--- config.mk ---
export PLATFORM = sky130hd
export DESIGN_NAME = i2c_length_prefixed_register_target_flat
export DESIGN_NICKNAME = d
export VERILOG_FILES = /design/src/hw/rtl/i2clrt_pkg.sv /design/src/hw/rtl/i2clrt_ifs.sv /design/src/hw/rtl/i2c_length_prefixed_register_target.sv /design/src/flat_wrapper.sv
export SDC_FILE = /design/constraint.sdc
export NUM_CORES = 1
export LEC_CHECK = 0
export BUFFER_PORTS_ARGS = -buffer_cell sky130_fd_sc_hd__buf_2
export CAP_MARGIN = 25
export CORE_MARGIN = 1
export CORE_UTILIZATION = 45
export CTS_BUF_LIST = sky130_fd_sc_hd__clkbuf_8
export CTS_CLUSTER_SIZE = 12
export DETAILED_ROUTE_END_ITERATION = 16
export PLACE_DENSITY = 0.7
export SLEW_MARGIN = 20
export SYNTH_ARGS = -nofsm -noshare
export SYNTH_HDL_FRONTEND = slang
export SYNTH_SLANG_ARGS = --single-unit
--- constraint.sdc ---
create_clock -name clk -period 5.18 [get_ports clk]
set_input_delay 0.259 -clock clk [delete_from_list [all_inputs] [get_ports clk]]
set_output_delay 0.259 -clock clk [all_outputs]
set_load 0.005 [all_outputs]
--- src/hw/rtl/i2clrt_pkg.sv ---
// Package for the length-prefixed I2C register target.
// Holds the event codes, the phase type, the read constants and the mode payload table.
// No dependencies.
`default_nettype none

package i2clrt_pkg;

  localparam int unsigned MODE_W = 3;
  localparam int unsigned BYTE_W = 8;

  typedef enum logic [MODE_W-1:0] {
    MODE_START_WRITE  = 3'd0,
    MODE_START_READ   = 3'd1,
    MODE_FINISH       = 3'd2,
    MODE_WRITE_BYTE   = 3'd3,
    MODE_BYTE_REQUEST = 3'd4
  } mode_t;

  typedef enum logic [2:0] {
    PH_IDLE  = 3'd0,
    PH_WLEN  = 3'd1,
    PH_WDATA = 3'd2,
    PH_RLEN  = 3'd3,
    PH_RDATA = 3'd4
  } phase_t;

  localparam logic [BYTE_W-1:0] MODE_REGISTER_ADDR  = 8'h03;
  localparam logic [BYTE_W-1:0] MODE_PAYLOAD_LEN    = 8'd4;
  localparam logic [BYTE_W-1:0] READ_PAYLOAD_LENGTH = 8'd64;

  // ASCII "APP "
  function automatic logic [BYTE_W-1:0] mode_payload_byte(input logic [1:0] idx);
    logic [BYTE_W-1:0] b;
    case (idx)
      2'd0:    b = 8'h41;
      2'd1:    b = 8'h50;
      2'd2:    b = 8'h50;
      default: b = 8'h20;
    endcase
    return b;
  endfunction

endpackage

`default_nettype wire

--- src/hw/rtl/i2clrt_ifs.sv ---
// Valid/ready channel interfaces for the length-prefixed I2C register target.
// Request channel carries one bus event, response channel one result; uses i2clrt_pkg.
`default_nettype none

interface i2clrt_req_if import i2clrt_pkg::*; ();
  logic              valid;
  logic              ready;
  logic [MODE_W-1:0] mode;
  logic [BYTE_W-1:0] data;

  modport source (output valid, output mode, output data, input ready);
  modport sink   (input valid, input mode, input data, output ready);
endinterface

interface i2clrt_rsp_if import i2clrt_pkg::*; ();
  logic              valid;
  logic              ready;
  logic [BYTE_W-1:0] read_data;
  logic              write_rejected;

  modport source (output valid, output read_data, output write_rejected, input ready);
  modport sink   (input valid, input read_data, input write_rejected, output ready);
endinterface

`default_nettype wire

--- src/hw/rtl/i2c_length_prefixed_register_target.sv ---
// Length-prefixed I2C register target: one bus event in, one result out.
// Registered path: an accepted request goes through the input register, then the result register.
// Throughput: one request per cycle while the output is not stalled; the phase update and byte select sit in one short
//   combinational pass between the input register and the result register.
// Reset: synchronous, active low; clears both stage valids and all phase/transfer state.
// Depends on i2clrt_pkg and the channel interfaces in i2clrt_ifs.sv.
`default_nettype none

module i2c_length_prefixed_register_target import i2clrt_pkg::*; (
  input  wire logic    clk,
  input  wire logic    rst_n,
  i2clrt_req_if.sink   in_if,
  i2clrt_rsp_if.source out_if
);

  // input stage
  logic              req_valid_r;
  logic [MODE_W-1:0] req_mode_r;
  logic [BYTE_W-1:0] req_data_r;

  // result stage
  logic              rsp_valid_r;
  logic [BYTE_W-1:0] rsp_read_data_r;
  logic              rsp_rejected_r;
  logic [BYTE_W-1:0] rsp_read_data_nxt;
  logic              rsp_rejected_nxt;

  // transfer state
  phase_t            phase_r, phase_nxt;
  logic [BYTE_W-1:0] ptr_r, ptr_nxt;
  logic [BYTE_W-1:0] len_r, len_nxt;
  logic [BYTE_W-1:0] pos_r, pos_nxt;
  logic              modesel_r, modesel_nxt;

  logic              rsp_free;
  logic              stage_fire;
  logic [BYTE_W-1:0] pos_inc;

  assign rsp_free   = !rsp_valid_r || out_if.ready;
  assign stage_fire = req_valid_r && rsp_free;
  assign in_if.ready = !req_valid_r || rsp_free;
  assign pos_inc    = pos_r + 8'd1;

  assign out_if.valid          = rsp_valid_r;
  assign out_if.read_data      = rsp_read_data_r;
  assign out_if.write_rejected = rsp_rejected_r;

  // next phase
  always_comb begin
    phase_nxt = phase_r;
    if (stage_fire) begin
      case (req_mode_r)
        MODE_START_WRITE, MODE_FINISH: begin
          phase_nxt = PH_IDLE;
        end
        MODE_START_READ: begin
          phase_nxt = PH_RLEN;
        end
        MODE_WRITE_BYTE: begin
          case (phase_r)
            PH_IDLE:  phase_nxt = PH_WLEN;
            PH_WLEN:  phase_nxt = (req_data_r == '0) ? PH_IDLE : PH_WDATA;
            PH_WDATA: begin
              if (pos_inc >= len_r) phase_nxt = PH_IDLE;
            end
            default:  phase_nxt = phase_r;
          endcase
        end
        MODE_BYTE_REQUEST: begin
          if (phase_r == PH_RLEN) phase_nxt = PH_RDATA;
        end
        default: phase_nxt = phase_r;
      endcase
    end
  end

  // transfer registers and result
  always_comb begin
    ptr_nxt           = ptr_r;
    len_nxt           = len_r;
    pos_nxt           = pos_r;
    modesel_nxt       = modesel_r;
    rsp_read_data_nxt = '0;
    rsp_rejected_nxt  = 1'b0;
    case (req_mode_r)
      MODE_START_WRITE, MODE_FINISH: begin
        len_nxt = '0;
        pos_nxt = '0;
      end
      MODE_START_READ: begin
        pos_nxt     = '0;
        modesel_nxt = (ptr_r == MODE_REGISTER_ADDR);
        len_nxt     = (ptr_r == MODE_REGISTER_ADDR) ? MODE_PAYLOAD_LEN : READ_PAYLOAD_LENGTH;
      end
      MODE_WRITE_BYTE: begin
        case (phase_r)
          PH_IDLE:  ptr_nxt = req_data_r;
          PH_WLEN: begin
            len_nxt = req_data_r;
            pos_nxt = '0;
          end
          PH_WDATA: pos_nxt = pos_inc;
          default:  rsp_rejected_nxt = 1'b1;
        endcase
      end
      MODE_BYTE_REQUEST: begin
        if (phase_r == PH_RLEN) begin
          rsp_read_data_nxt = len_r;
        end else if (phase_r == PH_RDATA && pos_r < len_r) begin
          if (modesel_r && pos_r < MODE_PAYLOAD_LEN) begin
            rsp_read_data_nxt = mode_payload_byte(pos_r[1:0]);
          end
          pos_nxt = pos_inc;
        end
      end
      default: begin
        ptr_nxt = ptr_r;
      end
    endcase
  end

  always_ff @(posedge clk) begin
    if (!rst_n) begin
      req_valid_r <= 1'b0;
      rsp_valid_r <= 1'b0;
      phase_r     <= PH_IDLE;
      ptr_r       <= '0;
      len_r       <= '0;
      pos_r       <= '0;
      modesel_r   <= 1'b0;
    end else begin
      if (in_if.ready) req_valid_r <= in_if.valid;
      if (rsp_free)    rsp_valid_r <= req_valid_r;
      phase_r <= phase_nxt;
      if (stage_fire) begin
        ptr_r     <= ptr_nxt;
        len_r     <= len_nxt;
        pos_r     <= pos_nxt;
        modesel_r <= modesel_nxt;
      end
    end
  end

  always_ff @(posedge clk) begin
    if (in_if.ready && in_if.valid) begin
      req_mode_r <= in_if.mode;
      req_data_r <= in_if.data;
    end
    if (stage_fire) begin
      rsp_read_data_r <= rsp_read_data_nxt;
      rsp_rejected_r  <= rsp_rejected_nxt;
    end
  end

  // a rejected write never carries read data
  assert property (@(posedge clk) disable iff (!rst_n)
    (rsp_valid_r && rsp_rejected_r) |-> (rsp_read_data_r == '0))
    else $error("rejected write carries read data");

  // mode register reads always have the fixed short length
  assert property (@(posedge clk) disable iff (!rst_n)
    (modesel_r && (phase_r == PH_RLEN || phase_r == PH_RDATA))
      |-> (len_r == MODE_PAYLOAD_LEN))
    else $error("mode register read with wrong length");

  // read position never runs past the length
  assert property (@(posedge clk) disable iff (!rst_n)
    (phase_r == PH_RDATA) |-> (pos_r <= len_r))
    else $error("read position beyond transfer length");

endmodule

`default_nettype wire
--- src/flat_wrapper.sv ---
// flat-port wrapper written by rule: the top's interface ports become plain ports
module i2c_length_prefixed_register_target_flat import i2clrt_pkg::*;
  (clk, rst_n, in_if_valid, in_if_mode, in_if_data, in_if_ready, out_if_valid, out_if_read_data, out_if_write_rejected, out_if_ready);
  i2clrt_req_if in_if_i ();
  i2clrt_rsp_if out_if_i ();
  input  wire logic clk;
  input  wire logic rst_n;
  input wire logic [$bits(in_if_i.valid)-1:0] in_if_valid;
  input wire logic [$bits(in_if_i.mode)-1:0] in_if_mode;
  input wire logic [$bits(in_if_i.data)-1:0] in_if_data;
  output wire logic [$bits(in_if_i.ready)-1:0] in_if_ready;
  output wire logic [$bits(out_if_i.valid)-1:0] out_if_valid;
  output wire logic [$bits(out_if_i.read_data)-1:0] out_if_read_data;
  output wire logic [$bits(out_if_i.write_rejected)-1:0] out_if_write_rejected;
  input wire logic [$bits(out_if_i.ready)-1:0] out_if_ready;
  assign in_if_i.valid = in_if_valid;
  assign in_if_i.mode = in_if_mode;
  assign in_if_i.data = in_if_data;
  assign in_if_ready = in_if_i.ready;
  assign out_if_valid = out_if_i.valid;
  assign out_if_read_data = out_if_i.read_data;
  assign out_if_write_rejected = out_if_i.write_rejected;
  assign out_if_i.ready = out_if_ready;
  i2c_length_prefixed_register_target u_core (.clk(clk), .rst_n(rst_n), .in_if(in_if_i), .out_if(out_if_i));
endmodule
==> results.sh, run 1 <==
export IMPL_wirelength_um=5409
export IMPL_seq_area_frac_synth_pct=44.80
export IMPL_cp_arrival_ns=2.86
export IMPL_synth_top_cell_area_share_pct=22.40
export IMPL_postCtsHoldBufs=0
export IMPL_io_pins=26
export IMPL_report_final_slew_viol_count=0
export IMPL_reg2reg_from="u_core.pos_r[0]"
export IMPL_worstHoldPathType="input port to flop"
export IMPL_antennaDiodeCount=0
export IMPL_dieArea_um2=6271
export IMPL_tritoncts="yes"
export IMPL_viasPerCell=5.596
export IMPL_period_needed_ns=2.625
export IMPL_whs_path_depth=1
export IMPL_grt_pass1_wl_um=8983
export IMPL_rsz0062_at_grt="false"
export IMPL_synth_distinct_cells=51
export IMPL_fillerInstances=520
export IMPL_fin_crit_sh_pct=50.68
export IMPL_setup_tns_ns=0
export IMPL_hold_end="u_core.req_data_r[7]"
export IMPL_pre_cts_ws_ns=2.574
export IMPL_antenna_found_initial=0
export IMPL_synth_area_leader_cell="dfxtp_1"
export IMPL_finClkSkew_ns=0.005998
export IMPL_register_area_um2=1201
export IMPL_drv_cap=0
export IMPL_grt_usage_pct=18.71
export IMPL_drive_gt1_share_pct=14.19
export IMPL_ff2ff_setup_slack_ns=2.55
export IMPL_cts_path_max_buffers=2
export IMPL_clock_root_buffer="clkbuf_8"
export IMPL_synth_ff_type="dfxtp_1"
export IMPL_grt_pass1_vias=1855
export IMPL_setup_viol=0
export IMPL_syn_area_um2=2681
export IMPL_design_area_um2=2928
export IMPL_drt_pass1_iterations=4
export IMPL_grt_max_degree=39
export IMPL_die_w_um=79.19
export IMPL_synth_nets=301
export IMPL_hold_violations=0
export IMPL_gp_congestion=0.9275
export IMPL_overflow=0
export IMPL_required_ns=5.42
export IMPL_async_reset_ff_share_pct=0
export IMPL_ff2ff_path_depth=9
export IMPL_fin_util_pct=52.21
export IMPL_ir_drop_v=0.0001635
export IMPL_path_clk_slew_ns=0.09
export IMPL_start_util_pct=47.81
export IMPL_cp_start_kind="flop"
export IMPL_nets=322
export IMPL_cts_setup_buffers=0
export IMPL_layout_commonest_cell="dfxtp_1"
export IMPL_synth_edf_count=20
export IMPL_final_setup_worst_slack_ns=2.555
export IMPL_drc=0
export IMPL_cp_end_kind="flop"
export IMPL_dp_hpwl_um=4059
export IMPL_clock_sinks=50
export IMPL_tightest_slew_ns=0.9036
export IMPL_core_area_um2=5608
export IMPL_path_max_fanout=7
export IMPL_layout_common_cells="dfxtp_1 (30), buf_2 (25), nor2b_1 (20), edfxtp_1 (20), ha_1 (19)"
export IMPL_antenna_left=0
export IMPL_clk_latency_ns=0.31
export IMPL_status="finished, final reports clean"
export IMPL_cts_inserted_buffers=5
export IMPL_place_area_um2=2838
export IMPL_critical_path_class="flop to flop"
export IMPL_ys_ff_latch=50
export IMPL_hold_start="in_if_data[7]"
export IMPL_synth_yosys_warnings=0
export IMPL_multi_input_area_um2=1376
export IMPL_syn_to_final_growth_pct=9.193
export IMPL_p_per_area_nw_per_um2=239.1
export IMPL_max_slew_margin_pct=39.21
export IMPL_drtIter0Drc=125
export IMPL_fmax_ghz=0.3809
export IMPL_p_leak_nw=1.141
export IMPL_io_buffer_count=25
export IMPL_vias=2020
export IMPL_syn_instance_count=267
export IMPL_ctsHtreeMaxLevel=2
export IMPL_core_rowCount=27
export IMPL_yosys_top_cells_area="dfxtp_1 (22%), edfxtp_1 (22%), ha_1 (8.9%), mux2i_1 (5.2%), nor2b_1 (4.7%)"
export IMPL_syn_area_per_cell_um2=10.04
export IMPL_wl_per_cell_um=14.98
export IMPL_cts_resized=0
export IMPL_rr_endpoint="u_core.phase_r[1]"
export IMPL_holdWs_ns=0.1208
export IMPL_dieHeight_um=79.19
## how the worst max path moves through the flow
stage	start	endpoint	slack, ns
after floorplan	u_core.pos_r[0]	u_core.phase_r[0]	2.91
after global placement	u_core.pos_r[0]	u_core.phase_r[1]	2.66
after detailed placement	u_core.pos_r[0]	u_core.phase_r[1]	2.57
after CTS	u_core.pos_r[0]	u_core.phase_r[1]	2.56
after global routing	u_core.pos_r[0]	u_core.phase_r[1]	2.33
final	u_core.pos_r[0]	u_core.phase_r[1]	2.55
## power breakdown
| group | internal [mW] | total [mW] | switching (mW) |
|---|---|---|---|
| clock | 0.0950 | 0.228 | 0.133 |
| combinational | 0.0183 | 0.0438 | 0.0255 |
| sequential | 0.419 | 0.428 | 0.00931 |
| total | 0.532 | 0.700 | 0.168 |
## flip-flops by register name, summed over array words and instances (netlist names)
register                      flops
u_core.out_if.read_data           8
u_core.ptr_r                      8
u_core.req_data_r                 8
u_core.len_r                      8
u_core.out_if.valid               1
u_core.req_valid_r                1
u_core.req_mode_r                 3
u_core.out_if.write_rejected      1
u_core.modesel_r                  1
u_core.phase_r                    3
u_core.pos_r                      8
## worst max-delay path, cell delays in order, from the launching register on
cell,delay (ns)
dfxtp_1,0.45
inv_1,0.13
ha_1,0.36
ha_1,0.29
a21boi_1,0.15
o21a_1,0.11
o21ai_0,0.09
a221o_1,0.37
a31oi_1,0.37
mux2i_1,0.24
## stage by stage
stage          power [mW]  std cells
3_5_place_dp       0.4810        353
4_1_cts            0.7082        361
2_1_floorplan      0.4657        267
5_1_grt            0.7297        361
3_3_place_gp       0.4807        353
6_report           0.7000        361
## logic make-up after synthesis
| kind of cell | synth area share, % |
|---|---|
| buffers and inverters | 3.873 |
| AO/OA/AOI/OAI | 15.45 |
| AND/OR/NAND/NOR | 19.51 |
| flip-flops | 44.80 |
| multiplexers | 5.226 |
| XOR/XNOR | 2.287 |
| adder cells (fa/ha/maj) | 8.866 |
## synthesized netlist by cell type, types with 2 or more instances
cell type  number
nor4_1          5
a211oi_1        2
o21ai_0         4
xor2_1          3
nand3_1         8
a21oi_1        14
dfxtp_1        30
o21a_1          5
xnor2_1         4
nor3_1          3
nand3b_2        2
mux2i_1        14
nand4_1         3
o211ai_1        3
inv_1          12
a21boi_1        2
buf_4           2
nor2b_1        20
ha_1           19
and2_1          5
nand2b_1        4
o21ai_1         2
nand2_1        18
edfxtp_1       20
buf_2           2
nor2_1         17
o311ai_1        2
clkbuf_1        6
a21o_1          3
and3_1          2
o31ai_1         3
a22oi_1         9
## area by class of cell
type	instances	area share, %
clock buffer	5	2.350
clock inverter	3	0.7265
inverter	12	1.538
multi-input combinational	194	47.01
sequential	50	41.03
tap	72	3.077
timing repair buffer	25	4.274
## layer usage
layer	vias up	share of wire [%]	global-route usage, %
met5	-	0	0
met4	0	2.2	7.455
met3	11	5.5	3.448
met2	65	44	27.93
met1	932	48	26.56
li1	1012	-	-
No activity file was read; power rests on OpenSTA's default activity.
==> inputs of run 2 (changes only) <==
PLACE_DENSITY = 0.73   (was 0.7)
clock period = 2.35 ns   (was 5.18 ns; I/O delays follow)
==> results.sh, run 2 (synthesis gave the netlist of run 1 again) <==
export IMPL_report_final_slew_viol_count=0
export IMPL_hold_end="u_core.req_valid_r"
export IMPL_setup_viol=0
export IMPL_cp_end_kind="flop"
export IMPL_core_area_um2=5608
export IMPL_tritoncts="yes"
export IMPL_path_clk_slew_ns=0.09
export IMPL_ir_drop_v=0.0003549
export IMPL_drc=0
export IMPL_critical_path_class="flop to flop"
export IMPL_required_ns=2.59
export IMPL_grt_pass1_vias=2071
export IMPL_dp_hpwl_um=4209
export IMPL_nets=347
export IMPL_wirelength_um=5852
export IMPL_wl_met1_um=2676
export IMPL_overflow=0
export IMPL_core_rowCount=27
export IMPL_finClkSkew_ns=0.006000
export IMPL_setup_tns_ns=0
export IMPL_viasPerCell=5.510
export IMPL_cp_arrival_ns=2.50
export IMPL_rr_endpoint="u_core.phase_r[0]"
export IMPL_layout_common_cells="dfxtp_1 (28), buf_2 (25), nor2b_1 (20), edfxtp_1 (20), nand2_1 (18)"
export IMPL_holdWs_ns=0.04568
export IMPL_rsz0062_at_grt="false"
export IMPL_status="finished, final reports clean"
export IMPL_wl_met3_um=274
export IMPL_drv_cap=0
export IMPL_worstHoldPathType="input port to flop"
export IMPL_grt_max_degree=39
export IMPL_max_slew_margin_pct=56.83
export IMPL_drive_gt1_share_pct=19.11
export IMPL_fin_util_pct=56.49
export IMPL_dieHeight_um=79.19
export IMPL_clock_root_buffer="clkbuf_8"
export IMPL_ctsHtreeMaxLevel=2
export IMPL_whs_path_depth=3
export IMPL_drt_pass1_iterations=4
export IMPL_clk_latency_ns=0.31
export IMPL_syn_to_final_growth_pct=18.15
export IMPL_reg2reg_from="u_core.pos_r[0]"
export IMPL_start_util_pct=47.81
export IMPL_p_per_area_nw_per_um2=494.3
export IMPL_hold_violations=0
export IMPL_multi_input_area_um2=1401
export IMPL_hold_start="in_if_valid"
export IMPL_gp_congestion=0.9088
export IMPL_wl_met2_um=2788
export IMPL_grt_pass1_wl_um=9653
export IMPL_top_layer="met4"
export IMPL_fillerInstances=508
export IMPL_register_area_um2=1204
export IMPL_cts_path_max_buffers=2
export IMPL_fmax_ghz=0.4419
export IMPL_ff2ff_path_depth=10
export IMPL_period_needed_ns=2.263
export IMPL_clock_sinks=50
export IMPL_fin_crit_sh_pct=96.30
export IMPL_ff2ff_setup_slack_ns=0.09
export IMPL_tightest_slew_ns=0.6408
export IMPL_vias=2127
export IMPL_wl_per_cell_um=15.16
export IMPL_antenna_found_initial=0
export IMPL_p_leak_nw=1.258
export IMPL_drtIter0Drc=111
export IMPL_die_w_um=79.19
export IMPL_antenna_left=0
export IMPL_cts_inserted_buffers=5
export IMPL_cp_start_kind="flop"
export IMPL_cp_startpoint="u_core.pos_r[0]"
export IMPL_antennaDiodeCount=0
export IMPL_path_max_fanout=3
export IMPL_grt_usage_pct=20.06
export IMPL_dieArea_um2=6271
export IMPL_layout_commonest_cell="dfxtp_1"
export IMPL_io_pins=26
export IMPL_io_buffer_count=25
## run 2: cell types whose count changed in the layout (fill, tap and decap cells not counted)
cell and delta:
buf_4 +14, dlygate4sd3_1 +11, dfxtp_1 -2, dfxtp_2 +2, ha_1 -2, nand3_1 -2
nand3_2 +2, clkinv_2 -1, clkinv_4 -1, clkinvlp_4 +1, ha_2 +1, ha_4 +1
inv_1 +1
## run 2: timing repair
item / 4_1_cts / 5_1_grt
setup endpoints to repair: 3 / 4
endpoints found under the hold margin: 11 / 0
resized for setup: 1 / 5
hold buffers: 11 / 0
buffers inserted: 1 / 1
## run 2: worst max-delay path by stage
stage | endpoint | cells past startpoint
global placement | u_core.phase_r[2] | 10
global route | u_core.phase_r[1] | 11
detailed placement | u_core.phase_r[0] | 10
finish | u_core.phase_r[0] | 10
floorplan | u_core.phase_r[0] | 9
CTS | u_core.phase_r[0] | 10
## run 2: report_power, final
group | internal (mW) | switching, mW
registers | 0.924 | 0.0178
clock network | 0.206 | 0.296
logic | 0.0577 | 0.0646
## run 2: layer usage
metal  global-route usage (%)  vias up
li1                         -     1072
met2                    33.71       64
met4                    7.818        0
met3                    4.253       15
met5                        0        -
met1                    25.02      976
## run 2: worst max-delay path, cell delays in order, from the launching register on
cell and delay, ns:
dfxtp_2 0.33, inv_1 0.14, ha_4 0.23, ha_1 0.27, a21boi_1 0.17, o21a_1 0.12, o21ai_0 0.10, a221o_1 0.36
a31oi_1 0.14, buf_4 0.16, mux2i_1 0.18
## run 2: final cells by class
cell class | count | area share, %
multi-input cells | 194 | 44.23
repair buffers | 50 | 10.74
inverters | 12 | 1.422
clock buffers | 5 | 2.172
clock inverters | 3 | 0.5924
flip-flops and latches | 50 | 37.99
well taps | 72 | 2.844
## run 2: per-stage QoR
stage          total power, mW  instance area, um2  setup slack (ns)  std cells
6_report                 1.566                3168           0.08703        386
5_1_grt                  1.625                3168          0.009128        386
4_1_cts                  1.585                3134           0.01322        385
3_5_place_dp             1.068                2928          0.003082        365
3_3_place_gp             1.066                2928           0.09343        365
2_1_floorplan            1.027                2681           0.07959        267
==> inputs of run 3 (changes only) <==
CAP_MARGIN = 20   (was 25)
PLACE_DENSITY = 0.74   (was 0.73)
==> results.sh, run 3 (synthesis gave the netlist of run 1 again) <==
export IMPL_fmax_ghz=0.4467
export IMPL_drtIter0Drc=109
export IMPL_grt_usage_pct=19.89
export IMPL_critical_path_buf_inv_count=2
export IMPL_tritoncts="yes"
export IMPL_setup_viol=0
export IMPL_max_slew_margin_pct=59.93
export IMPL_layout_commonest_cell="dfxtp_1"
export IMPL_status="finished, final reports clean"
export IMPL_grt_pass1_wl_um=9563
export IMPL_hold_start="in_if_valid"
export IMPL_cp_start_kind="flop"
export IMPL_top_usage_layer="met2"
export IMPL_core_rowCount=27
export IMPL_core_area_um2=5608
export IMPL_period_needed_ns=2.239
export IMPL_cp_end_kind="flop"
export IMPL_clk_latency_ns=0.31
export IMPL_required_ns=2.59
export IMPL_drc=0
export IMPL_grt_use_met2_pct=31.81
export IMPL_ctsHtreeMaxLevel=2
export IMPL_cp_arrival_ns=2.48
export IMPL_antenna_left=0
export IMPL_viasPerCell=5.595
export IMPL_slowest_stage="dfxtp_4"
export IMPL_fin_crit_sh_pct=95.27
export IMPL_vias=2171
export IMPL_dp_hpwl_um=4198
export IMPL_worstHoldPathType="input port to flop"
export IMPL_tightest_slew_ns=0.5948
export IMPL_antennaDiodeCount=0
export IMPL_layout_common_cells="dfxtp_1 (28), buf_2 (25), nor2b_1 (20), edfxtp_1 (20), nand2_1 (18)"
export IMPL_rr_endpoint="u_core.phase_r[2]"
export IMPL_pre_cts_ws_ns=0.01963
export IMPL_cts_path_max_buffers=2
export IMPL_path_cells="buf_6 -> and3_4 -> nand3_4 -> nor2_4 -> xor2_2 -> ha_1 -> nand2_1 -> a221o_1 -> a31oi_1 -> buf_4 -> mux2i_1"
export IMPL_clock_root_buffer="clkbuf_8"
export IMPL_critical_path_top_delay_family="simple AND/OR/NAND/NOR gates"
export IMPL_clock_sinks=50
export IMPL_hold_end="u_core.req_valid_r"
export IMPL_io_pins=26
export IMPL_io_buffer_count=25
export IMPL_wl_per_cell_um=14.93
export IMPL_ff2ff_path_depth=11
export IMPL_p_per_area_nw_per_um2=493.1
export IMPL_setup_tns_ns=0
export IMPL_ff2ff_setup_slack_ns=0.11
export IMPL_wirelength_um=5792
export IMPL_finClkSkew_ns=0.01054
export IMPL_start_util_pct=47.81
export IMPL_slowest_delay_ns=0.38
export IMPL_hold_violations=0
export IMPL_path_max_fanout=4
export IMPL_overflow=0
export IMPL_grtUsageMet3_pct=4.483
export IMPL_whs_path_depth=3
export IMPL_critical_path_class="flop to flop"
export IMPL_p_leak_nw=1.282
export IMPL_nets=349
export IMPL_syn_to_final_growth_pct=21.37
export IMPL_use_met1_pct=25.56
export IMPL_ir_drop_v=0.0002831
export IMPL_cts_inserted_buffers=5
export IMPL_grt_max_degree=24
export IMPL_drt_pass1_iterations=4
export IMPL_grt_pass1_vias=1990
export IMPL_rsz0062_at_grt="true"
export IMPL_gp_congestion=0.9345
export IMPL_dieHeight_um=79.19
export IMPL_drive_gt1_share_pct=22.15
export IMPL_reg2reg_from="u_core.pos_r[0]"
export IMPL_antenna_found_initial=0
export IMPL_dieArea_um2=6271
export IMPL_die_w_um=79.19
export IMPL_final_setup_worst_slack_ns=0.1112
export IMPL_drv_cap=0
export IMPL_cp_startpoint="u_core.pos_r[0]"
export IMPL_report_final_slew_viol_count=0
export IMPL_path_clk_slew_ns=0.10
==> run 3: worst max-delay path by stage <==
stage                        endpoint  cells after the start
floorplan           u_core.phase_r[0]                      9
global placement    u_core.phase_r[2]                     11
detailed placement  u_core.phase_r[2]                     10
CTS                 u_core.phase_r[2]                     10
global route        u_core.phase_r[2]                     11
finish              u_core.phase_r[2]                     11
==> run 3: cell type report <==
class / instances / area (um2)
clock buffers: 6 / 82.58
clock inverters: 2 / 16.27
fillers: 514 / 2354
inverters: 12 / 45.04
multi-input cells: 194 / 1453
flip-flops and latches: 50 / 1209
well taps: 72 / 90.09
repair buffers: 52 / 359.1
==> run 3: per-layer routing <==
metal	share of wire, %	up-vias	routed length [um]
met5	0	-	0
met3	4.0	11	233
met1	46	1036	2682
met4	2.0	0	116
li1	-	1072	-
met2	48	52	2758
==> run 3: timing repair <==
action                                 CTS  global route
endpoints found under the hold margin   11             0
cloned                                   0             0
setup endpoints to repair                1             3
buffers inserted                         0             2
gates resized for setup                  2            17
hold buffers                            11             0
pin swaps                                0             4
==> run 3: worst register-to-register path: stages, from the launching register on <==
cell and delay (ns):
dfxtp_4 0.38, buf_6 0.11, and3_4 0.19, nand3_4 0.12, nor2_4 0.14, xor2_2 0.08
ha_1 0.30, nand2_1 0.07, a221o_1 0.26, a31oi_1 0.17, buf_4 0.16, mux2i_1 0.17
==> run 3: where the power goes <==
part	leakage, nW	switching, mW	total [mW]	internal (mW)
sequential	0.438	0.0171	0.939	0.922
clock	0.0478	0.298	0.541	0.243
combinational	0.796	0.0667	0.125	0.0586
total	1.28	0.382	1.60	1.22
==> run 3: metrics by stage <==
step | std cells | total power, mW | utilization [%] | area (um2) | hold WS [ns]
after floorplan | 267 | 1.027 | - | 2681 | 0.2164
after detailed placement | 367 | 1.069 | 52.48 | 2943 | 0.2956
after CTS | 386 | 1.616 | 56.31 | 3158 | 0.04437
after global routing | 388 | 1.674 | 58.03 | 3254 | 0.06498
final | 388 | 1.605 | 58.03 | 3254 | 0.04814
after global placement | 367 | 1.067 | 52.48 | 2943 | 0.2936
